$ cat config.mk
export PLATFORM = sky130hd
export DESIGN_NAME = ring_probe_direction_router_core
export DESIGN_NICKNAME = d
export VERILOG_FILES = /design/src/rtl/core/rpdr_pkg.sv /design/src/rtl/core/rpdr_ram.sv /design/src/rtl/core/rpdr_outq.sv /design/src/rtl/core/ring_probe_direction_router_core.sv
export SDC_FILE = /design/constraint.sdc
export NUM_CORES = 1
export LEC_CHECK = 0
export BUFFER_PORTS_ARGS = -buffer_cell sky130_fd_sc_hd__buf_2
export CAP_MARGIN = 40
export CORE_MARGIN = 1
export CORE_UTILIZATION = 60
export CTS_BUF_LIST = sky130_fd_sc_hd__clkbuf_4
export CTS_CLUSTER_DIAMETER = 30
export CTS_CLUSTER_SIZE = 12
export DETAILED_ROUTE_END_ITERATION = 10
export MAX_ROUTING_LAYER = met4
export PLACE_DENSITY = 0.74
export SYNTH_ARGS = -nofsm -noshare
export SYNTH_HDL_FRONTEND = slang
export SYNTH_SLANG_ARGS = --single-unit
$ cat constraint.sdc
create_clock -name clk -period 6 [get_ports clk]
set_input_delay 0.3 -clock clk [delete_from_list [all_inputs] [get_ports clk]]
set_output_delay 0.3 -clock clk [all_outputs]
set_load 0.05 [all_outputs]
$ cat src/rtl/core/rpdr_pkg.sv
// Shared types, codes and sizes for the ring probe direction router.
package rpdr_pkg;

  // Packet type codes
  localparam logic [1:0] PKT_DATA     = 2'd0;
  localparam logic [1:0] PKT_PROBE    = 2'd1;
  localparam logic [1:0] PKT_FEEDBACK = 2'd2;
  localparam logic [1:0] PKT_SPARE    = 2'd3;

  // Output port codes
  localparam logic [1:0] PORT_CW    = 2'd0;
  localparam logic [1:0] PORT_CCW   = 2'd1;
  localparam logic [1:0] PORT_LOCAL = 2'd2;

  // Configuration register indexes
  localparam logic [1:0] REG_NODE_INDEX      = 2'd0;
  localparam logic [1:0] REG_RETEST_INTERVAL = 2'd1;
  localparam logic [1:0] REG_PROBE_LENGTH    = 2'd2;

  localparam int CFG_INDEX_W = 2;
  localparam int CFG_DATA_W  = 16;

  localparam int NODE_W     = 8;
  localparam int INTERVAL_W = 10;
  localparam int LEN_W      = 16;
  localparam int HOPS_W     = 16;
  localparam int COUNTER_W  = 11;

  localparam logic [NODE_W-1:0]     NODE_RST     = '0;
  localparam logic [INTERVAL_W-1:0] INTERVAL_RST = 10'd30;
  localparam logic [LEN_W-1:0]      PROBE_LEN_RST = '0;

  // Per-origin probe flags, one per source address
  localparam int SEEN_DEPTH = 1 << NODE_W;

  // Default depth of the result queue
  localparam int QUEUE_DEPTH = 4;

  typedef struct packed {
    logic [1:0]        packet_type;
    logic [NODE_W-1:0] source_node;
    logic [NODE_W-1:0] dest_node;
    logic              arrival_port;
    logic [LEN_W-1:0]  byte_length;
    logic [HOPS_W-1:0] hop_count;
  } in_item_t;

  typedef struct packed {
    logic [1:0]        out_port;
    logic [1:0]        out_type;
    logic [NODE_W-1:0] out_source;
    logic [NODE_W-1:0] out_dest;
    logic [LEN_W-1:0]  out_length;
    logic [HOPS_W-1:0] out_hops;
    logic              last;
  } out_item_t;

  // One queued packet decision: the final result, optionally led by a probe pair
  typedef struct packed {
    logic      probes;
    out_item_t res;
  } q_entry_t;

  typedef struct packed {
    logic     valid;
    q_entry_t entry;
  } q_push_t;

endpackage

$ cat src/rtl/core/rpdr_ram.sv
// Generic single-write, single-read synchronous RAM with registered read data.
module rpdr_ram #(
  parameter int WIDTH = 1,
  parameter int DEPTH = 256
) (
  input  logic                     clk,
  input  logic                     we,
  input  logic [$clog2(DEPTH)-1:0] waddr,
  input  logic [WIDTH-1:0]         wdata,
  input  logic                     re,
  input  logic [$clog2(DEPTH)-1:0] raddr,
  output logic [WIDTH-1:0]         rdata
);

  logic [WIDTH-1:0] mem [DEPTH];

  always_ff @(posedge clk) begin
    if (we) begin
      mem[waddr] <= wdata;
    end
    if (re) begin
      rdata <= mem[raddr];
    end
  end

endmodule

$ cat src/rtl/core/rpdr_outq.sv
// Result queue: holds packet decisions and plays each out as one to three beats.
module rpdr_outq #(
  parameter int DEPTH = rpdr_pkg::QUEUE_DEPTH
) (
  input  logic                         clk,
  input  logic                         rst,
  input  rpdr_pkg::q_push_t            push,
  input  logic                         inflight,
  output logic                         credit_ok,
  input  logic [rpdr_pkg::LEN_W-1:0]   probe_length,
  output logic                         out_valid,
  input  logic                         out_stall,
  output rpdr_pkg::out_item_t          out_item
);

  localparam int PW = (DEPTH > 1) ? $clog2(DEPTH) : 1;
  localparam int CW = $clog2(DEPTH + 1);
  localparam logic [PW-1:0] PTR_LAST = PW'(DEPTH - 1);

  rpdr_pkg::q_entry_t entries [DEPTH];
  logic [PW-1:0] wr_ptr;
  logic [PW-1:0] rd_ptr;
  logic [CW-1:0] count;
  logic [1:0]    phase;

  rpdr_pkg::q_entry_t head;
  logic pop;
  logic beat;
  logic [CW:0] committed;

  assign head      = entries[rd_ptr];
  assign out_valid = (count != '0);
  assign beat      = out_valid && !out_stall;

  // Room for the item in the processing stage plus one more
  assign committed = {1'b0, count} + (CW+1)'(inflight);
  assign credit_ok = (committed < (CW+1)'(DEPTH));

  always_comb begin
    out_item      = head.res;
    out_item.last = 1'b1;
    if (head.probes && (phase != 2'd2)) begin
      out_item.out_port   = (phase == 2'd0) ? rpdr_pkg::PORT_CW : rpdr_pkg::PORT_CCW;
      out_item.out_type   = rpdr_pkg::PKT_PROBE;
      out_item.out_length = probe_length;
      out_item.out_hops   = '0;
      out_item.last       = 1'b0;
    end
  end

  assign pop = beat && out_item.last;

  always_ff @(posedge clk) begin
    if (push.valid) begin
      entries[wr_ptr] <= push.entry;
    end
  end

  always_ff @(posedge clk) begin
    if (rst) begin
      wr_ptr <= '0;
      rd_ptr <= '0;
      count  <= '0;
      phase  <= '0;
    end else begin
      if (push.valid) begin
        wr_ptr <= (wr_ptr == PTR_LAST) ? '0 : wr_ptr + 1'b1;
      end
      if (pop) begin
        rd_ptr <= (rd_ptr == PTR_LAST) ? '0 : rd_ptr + 1'b1;
        phase  <= '0;
      end else if (beat) begin
        phase <= phase + 2'd1;
      end
      count <= count + CW'(push.valid) - CW'(pop);
    end
  end

endmodule

$ cat src/rtl/core/ring_probe_direction_router_core.sv
// Top level of the ring probe direction router.
//
// Takes one arriving packet per beat on in_item and emits the packets it forwards
// or creates on out_item, with last marking the final beat for each packet.
// Transit traffic, local delivery and probe answers give one result each and run
// at one packet per cycle while the input is not stalled; a local data packet that
// starts a probe round gives a probe clockwise, a probe counterclockwise and then
// the data, one after another on the single output port. Probe and feedback packets
// addressed here may give no result. The per-origin probe flags live in a
// 256 x 1 synchronous RAM; a packet's flag is read as it is accepted and
// written back in the next cycle, with the write forwarded to a following probe
// from the same origin. After reset the flag RAM is cleared, one entry a cycle,
// so no packet is taken until the pass is done; configuration writes are taken
// throughout. After every configuration write the input stalls while the start
// offset of the probe counter settles. cfg_ready is always high.
module ring_probe_direction_router_core #(
  parameter int QUEUE_DEPTH = rpdr_pkg::QUEUE_DEPTH
) (
  input  logic                              clk,
  input  logic                              rst,
  // packet input
  input  logic                              in_valid,
  output logic                              in_stall,
  input  rpdr_pkg::in_item_t                in_item,
  // result output
  output logic                              out_valid,
  input  logic                              out_stall,
  output rpdr_pkg::out_item_t               out_item,
  // configuration writes
  input  logic                              cfg_valid,
  output logic                              cfg_ready,
  input  logic [rpdr_pkg::CFG_INDEX_W-1:0]  cfg_index,
  input  logic [rpdr_pkg::CFG_DATA_W-1:0]   cfg_data
);

  localparam int NW  = rpdr_pkg::NODE_W;
  localparam int IW  = rpdr_pkg::INTERVAL_W;
  localparam int CNW = rpdr_pkg::COUNTER_W;
  localparam int AW  = $clog2(rpdr_pkg::SEEN_DEPTH);

  // floor(x/10) as (x*RECIP)>>SHIFT, exact over the ranges used here
  localparam int NODE_RECIP  = 205;
  localparam int NODE_SHIFT  = 11;
  localparam int PROD_RECIP  = 6554;
  localparam int PROD_SHIFT  = 16;
  localparam int PROD_W      = 4 + IW;
  localparam logic [1:0] HOLD_CYCLES = 2'd3;
  localparam logic [CNW-1:0] COUNTER_MAX = '1;

  // ---- configuration registers ----
  logic [NW-1:0]              node_index;
  logic [IW-1:0]              retest_interval;
  logic [rpdr_pkg::LEN_W-1:0] probe_length;
  logic                       cfg_we;
  logic [1:0]                 hold;

  assign cfg_ready = 1'b1;
  assign cfg_we    = cfg_valid && cfg_ready;

  always_ff @(posedge clk) begin
    if (rst) begin
      node_index      <= rpdr_pkg::NODE_RST;
      retest_interval <= rpdr_pkg::INTERVAL_RST;
      probe_length    <= rpdr_pkg::PROBE_LEN_RST;
      hold            <= HOLD_CYCLES;
    end else begin
      if (cfg_we) begin
        case (cfg_index)
          rpdr_pkg::REG_NODE_INDEX:      node_index      <= cfg_data[NW-1:0];
          rpdr_pkg::REG_RETEST_INTERVAL: retest_interval <= cfg_data[IW-1:0];
          rpdr_pkg::REG_PROBE_LENGTH:    probe_length    <= cfg_data;
          default: ;
        endcase
      end
      if (cfg_we) begin
        hold <= HOLD_CYCLES;
      end else if (hold != '0) begin
        hold <= hold - 2'd1;
      end
    end
  end

  // ---- start offset: floor((node % 10) * interval / 10), one multiply per stage ----
  logic [NW+8-1:0]   node_scaled;
  logic [3:0]        node_rem;
  logic [PROD_W-1:0] offset_prod;
  logic [PROD_W+13-1:0] prod_scaled;
  logic [CNW-1:0]    start_offset;
  logic [4:0]        node_tens;

  assign node_scaled = {8'd0, node_index} * (NW+8)'(NODE_RECIP);
  assign node_tens   = 5'(node_scaled >> NODE_SHIFT);
  assign prod_scaled = {13'd0, offset_prod} * (PROD_W+13)'(PROD_RECIP);

  always_ff @(posedge clk) begin
    node_rem     <= 4'(node_index - NW'({node_tens, 3'd0} + {2'd0, node_tens, 1'b0}));
    offset_prod  <= PROD_W'(node_rem) * PROD_W'(retest_interval);
    start_offset <= CNW'(prod_scaled >> PROD_SHIFT);
  end

  // ---- flag RAM clearing pass after reset ----
  logic          clearing;
  logic [AW-1:0] clr_addr;

  always_ff @(posedge clk) begin
    if (rst) begin
      clearing <= 1'b1;
      clr_addr <= '0;
    end else if (clearing) begin
      clr_addr <= clr_addr + 1'b1;
      if (clr_addr == '1) begin
        clearing <= 1'b0;
      end
    end
  end

  // ---- input acceptance and processing stage ----
  logic               credit_ok;
  logic               accept;
  logic               s1_valid;
  rpdr_pkg::in_item_t s1;

  assign in_stall = clearing || (hold != '0) || !credit_ok;
  assign accept   = in_valid && !in_stall;

  always_ff @(posedge clk) begin
    if (rst) begin
      s1_valid <= 1'b0;
    end else begin
      s1_valid <= accept;
    end
  end

  always_ff @(posedge clk) begin
    if (accept) begin
      s1 <= in_item;
    end
  end

  // flag RAM: read on accept, written back from the processing stage
  logic          seen_rdata;
  logic          seen_we;
  logic          seen_wdata;
  logic          ram_we;
  logic [AW-1:0] ram_waddr;
  logic          ram_wdata;

  assign ram_we    = clearing || seen_we;
  assign ram_waddr = clearing ? clr_addr : s1.source_node;
  assign ram_wdata = clearing ? 1'b0 : seen_wdata;

  rpdr_ram #(
    .WIDTH (1),
    .DEPTH (rpdr_pkg::SEEN_DEPTH)
  ) u_seen_ram (
    .clk   (clk),
    .we    (ram_we),
    .waddr (ram_waddr),
    .wdata (ram_wdata),
    .re    (accept),
    .raddr (in_item.source_node),
    .rdata (seen_rdata)
  );

  // write made in the same cycle as this item's read: the RAM returned old data
  logic          fwd_valid;
  logic [AW-1:0] fwd_addr;
  logic          fwd_data;
  logic          seen_flag;

  always_ff @(posedge clk) begin
    if (rst) begin
      fwd_valid <= 1'b0;
    end else begin
      fwd_valid <= seen_we;
    end
  end

  always_ff @(posedge clk) begin
    fwd_addr <= s1.source_node;
    fwd_data <= seen_wdata;
  end

  assign seen_flag = (fwd_valid && (fwd_addr == s1.source_node)) ? fwd_data : seen_rdata;

  // ---- routing state ----
  logic [CNW-1:0] sent_counter;
  logic           retest_due;
  logic           first_pending;
  logic           preferred_port;

  logic [CNW-1:0] sent_counter_next;
  logic           retest_due_next;
  logic           first_pending_next;
  logic           preferred_port_next;

  logic [CNW-1:0] cnt_base;
  logic [CNW-1:0] cnt_round;
  logic [CNW-1:0] cnt_inc;
  logic           here;
  logic           opp;
  logic [rpdr_pkg::HOPS_W-1:0] hops_inc;
  rpdr_pkg::q_push_t push;

  assign here     = (s1.dest_node == node_index);
  assign opp      = !s1.arrival_port;
  assign hops_inc = (s1.hop_count == '1) ? s1.hop_count : s1.hop_count + 1'b1;

  // local data counter path: start offset, round restart, saturating count
  assign cnt_base  = first_pending ? start_offset : sent_counter;
  assign cnt_round = retest_due ? '0 : cnt_base;
  assign cnt_inc   = (cnt_round == COUNTER_MAX) ? cnt_round : cnt_round + 1'b1;

  always_comb begin
    sent_counter_next   = sent_counter;
    retest_due_next     = retest_due;
    first_pending_next  = first_pending;
    preferred_port_next = preferred_port;
    seen_we             = 1'b0;
    seen_wdata          = !seen_flag;

    push.valid                  = 1'b0;
    push.entry.probes           = 1'b0;
    push.entry.res.out_port     = {1'b0, opp};
    push.entry.res.out_type     = s1.packet_type;
    push.entry.res.out_source   = s1.source_node;
    push.entry.res.out_dest     = s1.dest_node;
    push.entry.res.out_length   = s1.byte_length;
    push.entry.res.out_hops     = s1.hop_count;
    push.entry.res.last         = 1'b1;

    if (s1_valid) begin
      case (s1.packet_type)
        rpdr_pkg::PKT_FEEDBACK: begin
          if (here) begin
            preferred_port_next = s1.arrival_port;
          end else begin
            push.valid = 1'b1;
          end
        end
        rpdr_pkg::PKT_PROBE: begin
          if (!here) begin
            push.valid = 1'b1;
          end else begin
            seen_we = 1'b1;
            if (!seen_flag) begin
              // answer with feedback back the way the probe came
              push.valid                = 1'b1;
              push.entry.res.out_port   = {1'b0, s1.arrival_port};
              push.entry.res.out_type   = rpdr_pkg::PKT_FEEDBACK;
              push.entry.res.out_source = s1.dest_node;
              push.entry.res.out_dest   = s1.source_node;
              push.entry.res.out_hops   = '0;
            end
          end
        end
        default: begin
          // data, and the unused type code handled as data
          push.valid = 1'b1;
          if (here) begin
            push.entry.res.out_port = rpdr_pkg::PORT_LOCAL;
          end else if (s1.source_node == node_index) begin
            push.entry.probes       = first_pending || retest_due;
            push.entry.res.out_port = {1'b0, preferred_port};
            push.entry.res.out_hops = hops_inc;
            first_pending_next      = 1'b0;
            sent_counter_next       = cnt_inc;
            retest_due_next         = (cnt_inc > CNW'(retest_interval));
          end else begin
            push.entry.res.out_hops = hops_inc;
          end
        end
      endcase
    end
  end

  always_ff @(posedge clk) begin
    if (rst) begin
      sent_counter   <= '0;
      retest_due     <= 1'b0;
      first_pending  <= 1'b1;
      preferred_port <= 1'b0;
    end else begin
      sent_counter   <= sent_counter_next;
      retest_due     <= retest_due_next;
      first_pending  <= first_pending_next;
      preferred_port <= preferred_port_next;
    end
  end

  // ---- result queue and beat sequencing ----
  rpdr_outq #(
    .DEPTH (QUEUE_DEPTH)
  ) u_outq (
    .clk          (clk),
    .rst          (rst),
    .push         (push),
    .inflight     (s1_valid),
    .credit_ok    (credit_ok),
    .probe_length (probe_length),
    .out_valid    (out_valid),
    .out_stall    (out_stall),
    .out_item     (out_item)
  );

  // ---- checks ----
  // only probe beats lead a packet's final beat
  assert property (@(posedge clk) disable iff (rst)
    (out_valid && !out_item.last) |-> (out_item.out_type == rpdr_pkg::PKT_PROBE))
    else $error("non-final beat is not a probe");

  // a probe round is not split: the next beat is already waiting
  assert property (@(posedge clk) disable iff (rst)
    (out_valid && !out_stall && !out_item.last) |=> out_valid)
    else $error("probe round broken up");

  // the first round happens once
  assert property (@(posedge clk) disable iff (rst)
    !first_pending |=> !first_pending)
    else $error("first probe round re-armed");

  // flag RAM is never written from two sources at once
  assert property (@(posedge clk) disable iff (rst)
    clearing |-> !s1_valid)
    else $error("packet processed during flag clearing");

endmodule
==> summary.md, run 1 <==
| Metric | Value |
|---|---|
| Crit path capture type | register |
| WP data arrival | about 5.9 ns |
| Synth warnings | 0 |
| Worst-margin pin slew | roughly 0.97 ns |
| TritonCTS sink count | 630 |
| Remaining antenna violation count | 0 |
| Most common cell after layout, fill and taps aside | edfxtp_1 |
| Post-route DRC | 0 |
| CTS resizes | 0 |
| Reg2Reg Depth | 18 |
| Hold EP | s1[5] |
| CTS tree | yes |
| Post-CTS Setup Inserts | 0 |
| Core ar. | just over 50000 um^2 |
| Placed cell area | ~33000 um^2 |
| TritonRoute pass-1 iters | 6 |
| Vias per std cell | 5.894 |
| Fin Setup TNS | 0 ns |
| Synthesized area | 31020 um^2 |
| Hold depth | 2 |
| Worst-path clk slew | 0.12 ns |
| Worst r2r src | offset_prod[1] |
| Final #Nets | 2889 |
| Synthesized flop and latch total | 630 |
| RePlAce Congestion | 0.9082 |
| DIE AREA | between 50000 and 60000 um^2 |
| WP data required | a little under 7 ns |
| Antenna violations before repair | 2 |
| Post-CTS Hold Buffers | 89 |
| Number of H-tree levels | 3 |
| Row cnt | 82 |
| Hold Path Origin | in_item[5] |
| Status | completed |
| Syn-to-layout area delta | 14.32% |
| Clock Path Buffers | 3 |
| Die W | 229.4 um |
| Total number of vias | between 15000 and 20000 |
| CP Launch Type | register |
| Final worst path period share | 0.8369 |
| Routed WL | between 70 and 80 mm |
| RSZ-0062 raised after global routing | false |
| Syn Area/Cell | 13.52 um^2 |
| I/O pin cnt | 130 |
| Worst-Skew Late Latency | 0.98 ns |
| Most frequent cells in the layout | edfxtp_1 (520), nor2_1 (345), inv_1 (188) |
| Number of flops mapped to enable cells by yosys | 520 |
| Syn_nets | 2621 |
| Gr usage total | 0.2876 |
| Worst R2R Setup Slack | 0.98 ns |
| Chip height | between 200 and 250 um |
| Max-Cap Viols | 0 |
| Post-synthesis sequential area ratio | 0.5743 |
| Final number of setup-violating endpoints | 0 |
| Async set-or-reset flop fraction in the synthesized netlist | 0 |
| Hpwl dp | between 40 and 50 mm |
| Syn Inst Count | 2295 |
| Kind of critical path | register to register |
| Tmin final | around 5 ns |
| FMAX | 199.2 MHz |
| GRT overflow | 0 |
| CTS buffer count | approximately 110 |
| Port bufs | 128 |
| First-pass GRT wire length | 112.2 mm |
| Routed len/inst | 21.31 um |
| Most used DFF post-synth | edfxtp_1 |
| Max FO, Critical Path | 6 |
| Leakage power total | roughly 0.013 uW |
| Largest net degree at the start of global routing | 137 |
| Skew final | 0.1325 ns |
| Starting Density | 0.6134 |
| Worst Hold Class | input port to register |
| Root Buffer | clkbuf_4 |
| Number of global-route vias before repair | 20550 |
| Reg2reg end | start_offset[9] |
| Maximum vdd ir drop | 0.3888 mV |
| Count of different cell masters after synthesis | 60 |
| Layout cells sized above 1 | 0.2090 |
| Cell Pwr Density | 326.2 nW/um^2 |
| Fin. max-slew vios | 0 |
| Final hold vios | 0 |
| Post-layout instance area | ~35000 um^2 |
| Iter 0 DRT Violations | 1805 |
| Slew margin rel. | 0.3544 |
[power breakdown]
group | internal, uW | leakage (uW) | total [uW] | switching (uW)
clock network | 1720 | 0.00101 | 3610 | 1890
logic | 1350 | 0.00692 | 3110 | 1760
registers | 4750 | 0.00515 | 4850 | 95.3
[logic make-up after synthesis]
family,count (synthesis),synth area share
and+or+nand+nor,666,0.09312
buffers and inverters,295,0.03670
AOI/OAI and AO/OA,190,0.03787
other,1,0.0001209
muxes,187,0.1170
DFF,630,0.5743
adders and majority gates,252,0.1195
xor gates and xnor gates,74,0.02133
[Yosys cell counts (32+ instances only)]
master    instances  share of area
nor2_1          345          0.042
inv_1           188          0.023
fa_1             74          0.048
ha_1            178          0.072
clkbuf_1         83          0.010
and2_1           32         0.0065
xnor2_1          44          0.012
a21oi_1          69          0.011
mux4_2          138           0.10
dfxtp_1         110          0.071
nand2_1         157          0.019
edfxtp_1        520           0.50
o21ai_0          45         0.0073
[state kept, by name, indices dropped and copies added, names as in the netlist, 2 cells and up, named ones only]
name             count
s1                  35
u_outq.rd_ptr        2
push                16
clr_addr             8
u_outq.wr_ptr        2
retest_interval     10
u_outq.entries     212
u_outq.count         3
u_seen_ram.mem     256
probe_length        16
start_offset        11
node_rem             4
hold                 2
u_outq.phase         2
offset_prod         14
fwd_addr             8
sent_counter        11
node_index           8
[worst max-delay path: stages (launching register included)]
cell	delay, ns
dfxtp_1	0.45
ha_1	0.31
xor2_1	0.18
ha_1	0.18
a21o_1	0.17
fa_1	0.48
fa_1	0.56
inv_1	0.06
fa_1	0.54
inv_1	0.04
ha_1	0.30
and3_1	0.17
a221oi_1	0.39
o211a_1	0.28
o31ai_1	0.15
a41oi_1	0.28
nand2b_1	0.12
a21oi_1	0.19
xnor2_1	0.13
[layout make-up]
cell class              count  area, um^2
inverters                 190       713.2
well taps                 672       840.8
multi-input cells        1370       12090
clock inverters            92       974.7
diodes                      3       7.507
flip-flops and latches    630       17820
clock buffers             126       945.9
fillers                  3343       15110
repair buffers            257        2069
[through the flow]
step,hold WS (ns),instances,util,power [uW],setup slack [ns]
floorplan,0.3462,2295,-,7245,0.6073
global placement,0.4378,3007,0.6376,7912,1.011
detailed placement,0.4428,3030,0.6455,8042,0.9166
CTS,0.004119,3337,0.7010,11680,0.9427
global route,0.006295,3340,0.7012,12340,0.7226
finish,0.06099,3340,0.7012,11570,0.9787
[layer usage]
metal,wire (um),track usage,share of wire
met2,36120,0.4743,0.51
met5,0,-,0
met4,2193,0.1021,0.031
met1,27620,0.3555,0.39
met3,5241,0.05528,0.074
[worst max path at each step]
stage / slack, ns / start / to
5_1_grt: 0.72 / offset_prod[1] / start_offset[9]
2_1_floorplan: 0.61 / s1[43] / u_seen_ram.mem[0]
6_report: 0.98 / offset_prod[1] / start_offset[9]
3_5_place_dp: 0.92 / offset_prod[2] / start_offset[9]
4_1_cts: 0.94 / offset_prod[1] / start_offset[9]
3_3_place_gp: 1.01 / offset_prod[1] / start_offset[9]
No activity file was read; power rests on OpenSTA's default activity.
==> run 2, diff against run 1 <==
--- a/config.mk
+++ b/config.mk
@@ -8,13 +8,13 @@
 export BUFFER_PORTS_ARGS = -buffer_cell sky130_fd_sc_hd__buf_2
 export CAP_MARGIN = 40
 export CORE_MARGIN = 1
-export CORE_UTILIZATION = 60
+export CORE_UTILIZATION = 58
 export CTS_BUF_LIST = sky130_fd_sc_hd__clkbuf_4
 export CTS_CLUSTER_DIAMETER = 30
 export CTS_CLUSTER_SIZE = 12
 export DETAILED_ROUTE_END_ITERATION = 10
 export MAX_ROUTING_LAYER = met4
-export PLACE_DENSITY = 0.74
+export PLACE_DENSITY = 0.75
 export SYNTH_ARGS = -nofsm -noshare
 export SYNTH_HDL_FRONTEND = slang
 export SYNTH_SLANG_ARGS = --single-unit
==> constraint.sdc (replaced) <==
create_clock -name clk -period 4.4 [get_ports clk]
set_input_delay 0.22 -clock clk [delete_from_list [all_inputs] [get_ports clk]]
set_output_delay 0.22 -clock clk [all_outputs]
set_load 0.05 [all_outputs]
==> run 2 against run 1 <==
Compared with the run above:
- the run now ends with setup timing left
- global-route usage decreased by 1.3 points
- combinational power is 79% higher
- utilization fell by 1.2 points
- sequential power grew 36%
- clock-buffer cell count down 10
- non-clock buffer count up 79
- total power up 47%
- critical path depth shrank 1
- first-iteration DRC count rose by 5.8%
- cell count increased by 2.3%
- clock power is 33% higher
- hold slack lost 0.021 ns
- largest cell class unchanged
==> summary.md, run 2 (synthesized netlist as in run 1, its figures left out) <==
| Metric | Value |
|---|---|
| Die W | 233.3 um |
| Starting Density | 0.5892 |
| Routed len/inst | 20.89 um |
| Final hold vios | 0 |
| Final worst setup slack | -0.06200 ns |
| Antenna violations before repair | 4 |
| CTS buffer count | between 100 and 150 |
| Met2 routed WL | 35.70 mm |
| Max FO, Critical Path | 3 |
| I/O pin cnt | 130 |
| Cell family with most CP delay | adder cells |
| RSZ-0062 raised after global routing | true |
| Leakage power total | 0.01339 uW |
| FMAX | around 220 MHz |
| Reg with most FFs | u_seen_ram.mem |
| Chip height | 233.3 um |
| Placed cell count | between 3000 and 4000 |
| Most common cell after layout, fill and taps aside | edfxtp_1 |
| Worst R2R Setup Slack | -0.06 ns |
| Buffers & Inverters on Critical Path | 3 |
| Most frequent cells in the layout | edfxtp_1 (520), nor2_1 (343), inv_1 (181) |
| Number of H-tree levels | 3 |
| First-pass GRT wire length | 110.0 mm |
| Layout cells sized above 1 | 0.2387 |
| Final #Nets | between 2000 and 3000 |
| Critical Path Max Stage Delay | 0.53 ns |
| Gr usage total | 0.2746 |
| Int Power | about 12000 uW |
| TritonCTS sink count | 630 |
| Final Non-Filler Cells | around 3400 |
| Final worst path period share | 1.014 |
| Crit path capture type | register |
| Reg2Reg Depth | 17 |
| RePlAce Congestion | 0.8848 |
| DIE AREA | around 54000 um^2 |
| Hold depth | 2 |
| Violated checks | setup timing |
| CTS tree | yes |
| Skew final | 0.06790 ns |
| Total number of vias | approximately 20000 |
| Worst Hold Class | input port to register |
| Met3 wire length | 5.735 mm |
| Number of global-route vias before repair | about 20000 |
| Worst-margin pin slew | 0.8992 ns |
| Status | complete, but fails checks |
| Slew margin rel. | 0.4005 |
| Total stage count of the critical path | 17 |
| CP Cell Sequence | ha_1 > xor2_1 > ha_1 > a21o_1 > fa_1 > fa_1 > inv_1 > fa_1 > inv_1 > ha_1 > or2_4 > a21oi_4 > o31ai_4 > buf_4 > a21o_1 > a21oi_2 > xnor2_1 |
| Core ar. | 52660 um^2 |
| Fin Setup TNS | -0.1809 ns |
| Post-Route M1 WL | 28.20 mm |
| Kind of critical path | register to register |
| Sequential power share | 0.389 |
| Hpwl dp | roughly 46 mm |
| Top Registers | u_seen_ram.mem x256, u_outq.entries x212, s1 x35 |
| Worst-path clk slew | 0.10 ns |
| Final number of setup-violating endpoints | 4 |
| Sw frac | 0.3226 |
| CP Launch Type | register |
| Maximum vdd ir drop | 0.4344 mV |
| WP data required | 5.19 ns |
| Fin. max-slew vios | 0 |
| Largest net degree at the start of global routing | 84 |
| Top layer in use | met4 |
| Routed WL | 71.40 mm |
| Syn-to-layout area delta | 16.97% |
| GRT overflow | 0 |
| WP data arrival | 5.25 ns |
| Clock Path Buffers | 3 |
| Psw | 5477 uW |
| Comb pwr share | 0.328 |
| TritonRoute pass-1 iters | 6 |
| Port bufs | roughly 130 |
| Max reg flops | between 200 and 300 |
| Vias per std cell | around 5.9 |
| Worst-Skew Late Latency | 0.91 ns |
| Remaining antenna violation count | 0 |
| Slowest-stage cell, CP | fa_1 |
| Tmin final | ~4.5 ns |
| Finished Core Util | 0.6892 |
| Post-route DRC | 0 |
| Max-Cap Viols | 0 |
| Clock power share | 0.283 |
| Root Buffer | clkbuf_4 |
| Filler cells | 3478 |
| Iter 0 DRT Violations | 1910 |
| Row cnt | 84 |
| Cell Pwr Density | 467.9 nW/um^2 |
## run 2: changes by cell type in the layout (fill, tap and decap cells not counted), moves of 10 or more
cell and delta:
buf_4 +72, buf_8 -14, ha_1 -16, dlygate4sd3_1 +17, ha_4 +12, dfxtp_1 -12
clkbuf_4 -10
## run 2: what timing repair did
action	4_1_cts	5_1_grt
endpoints found under the setup margin	11	8
buffers inserted	5	6
hold buffers	106	0
pin swaps	35	21
gates cloned	0	0
resized for setup	39	31
hold endpoints to repair	110	0
## run 2: cell type report
class                           count  area [um^2]  area share
Multi-Input combinational cell   1370        12420      0.3423
Timing Repair Buffer              336         2625     0.07233
Inverter                          190        713.2     0.01965
Clock inverter                     85        942.2     0.02596
Tap cell                          688        860.8     0.02372
Sequential cell                   630        17850      0.4919
Antenna cell                        3        7.507   0.0002069
Clock buffer                      116        870.8     0.02400
## run 2: power groups by stage
stage               Clock [uW]  Combinational [uW]  Sequential [uW]
floorplan                    0                3340             6680
global placement             0                4540             6710
detailed placement           0                4690             6710
CTS                       4860                5270             6600
global route              5120                6270             6620
finish                    4800                5570             6600
## run 2: path summary, 6_finish.rpt
path,from,end
hold / removal,in_item[41],s1[41]
hold reg to reg,probe_length[6],probe_length[6]
setup reg to reg,offset_prod[2],start_offset[7]
setup / recovery,offset_prod[2],start_offset[7]
## run 2: per-layer routing
layer | GRT usage | vias up
li1 | - | 8976
met2 | 0.4442 | 906
met4 | 0.08129 | 0
met5 | - | -
met1 | 0.3571 | 9998
met3 | 0.04822 | 156
## run 2: through the flow
step | area (um^2) | worst slack (ns) | hold slack (ns) | power [uW]
floorplan | 31060 | -0.02002 | 0.3189 | 10020
global placement | 32900 | -0.1811 | 0.3959 | 11250
detailed placement | 32990 | -0.2935 | 0.3984 | 11410
CTS | 36100 | -0.03244 | 0.0005413 | 16730
global route | 36290 | -0.2446 | 0.003878 | 18010
finish | 36290 | -0.06200 | 0.04042 | 16980
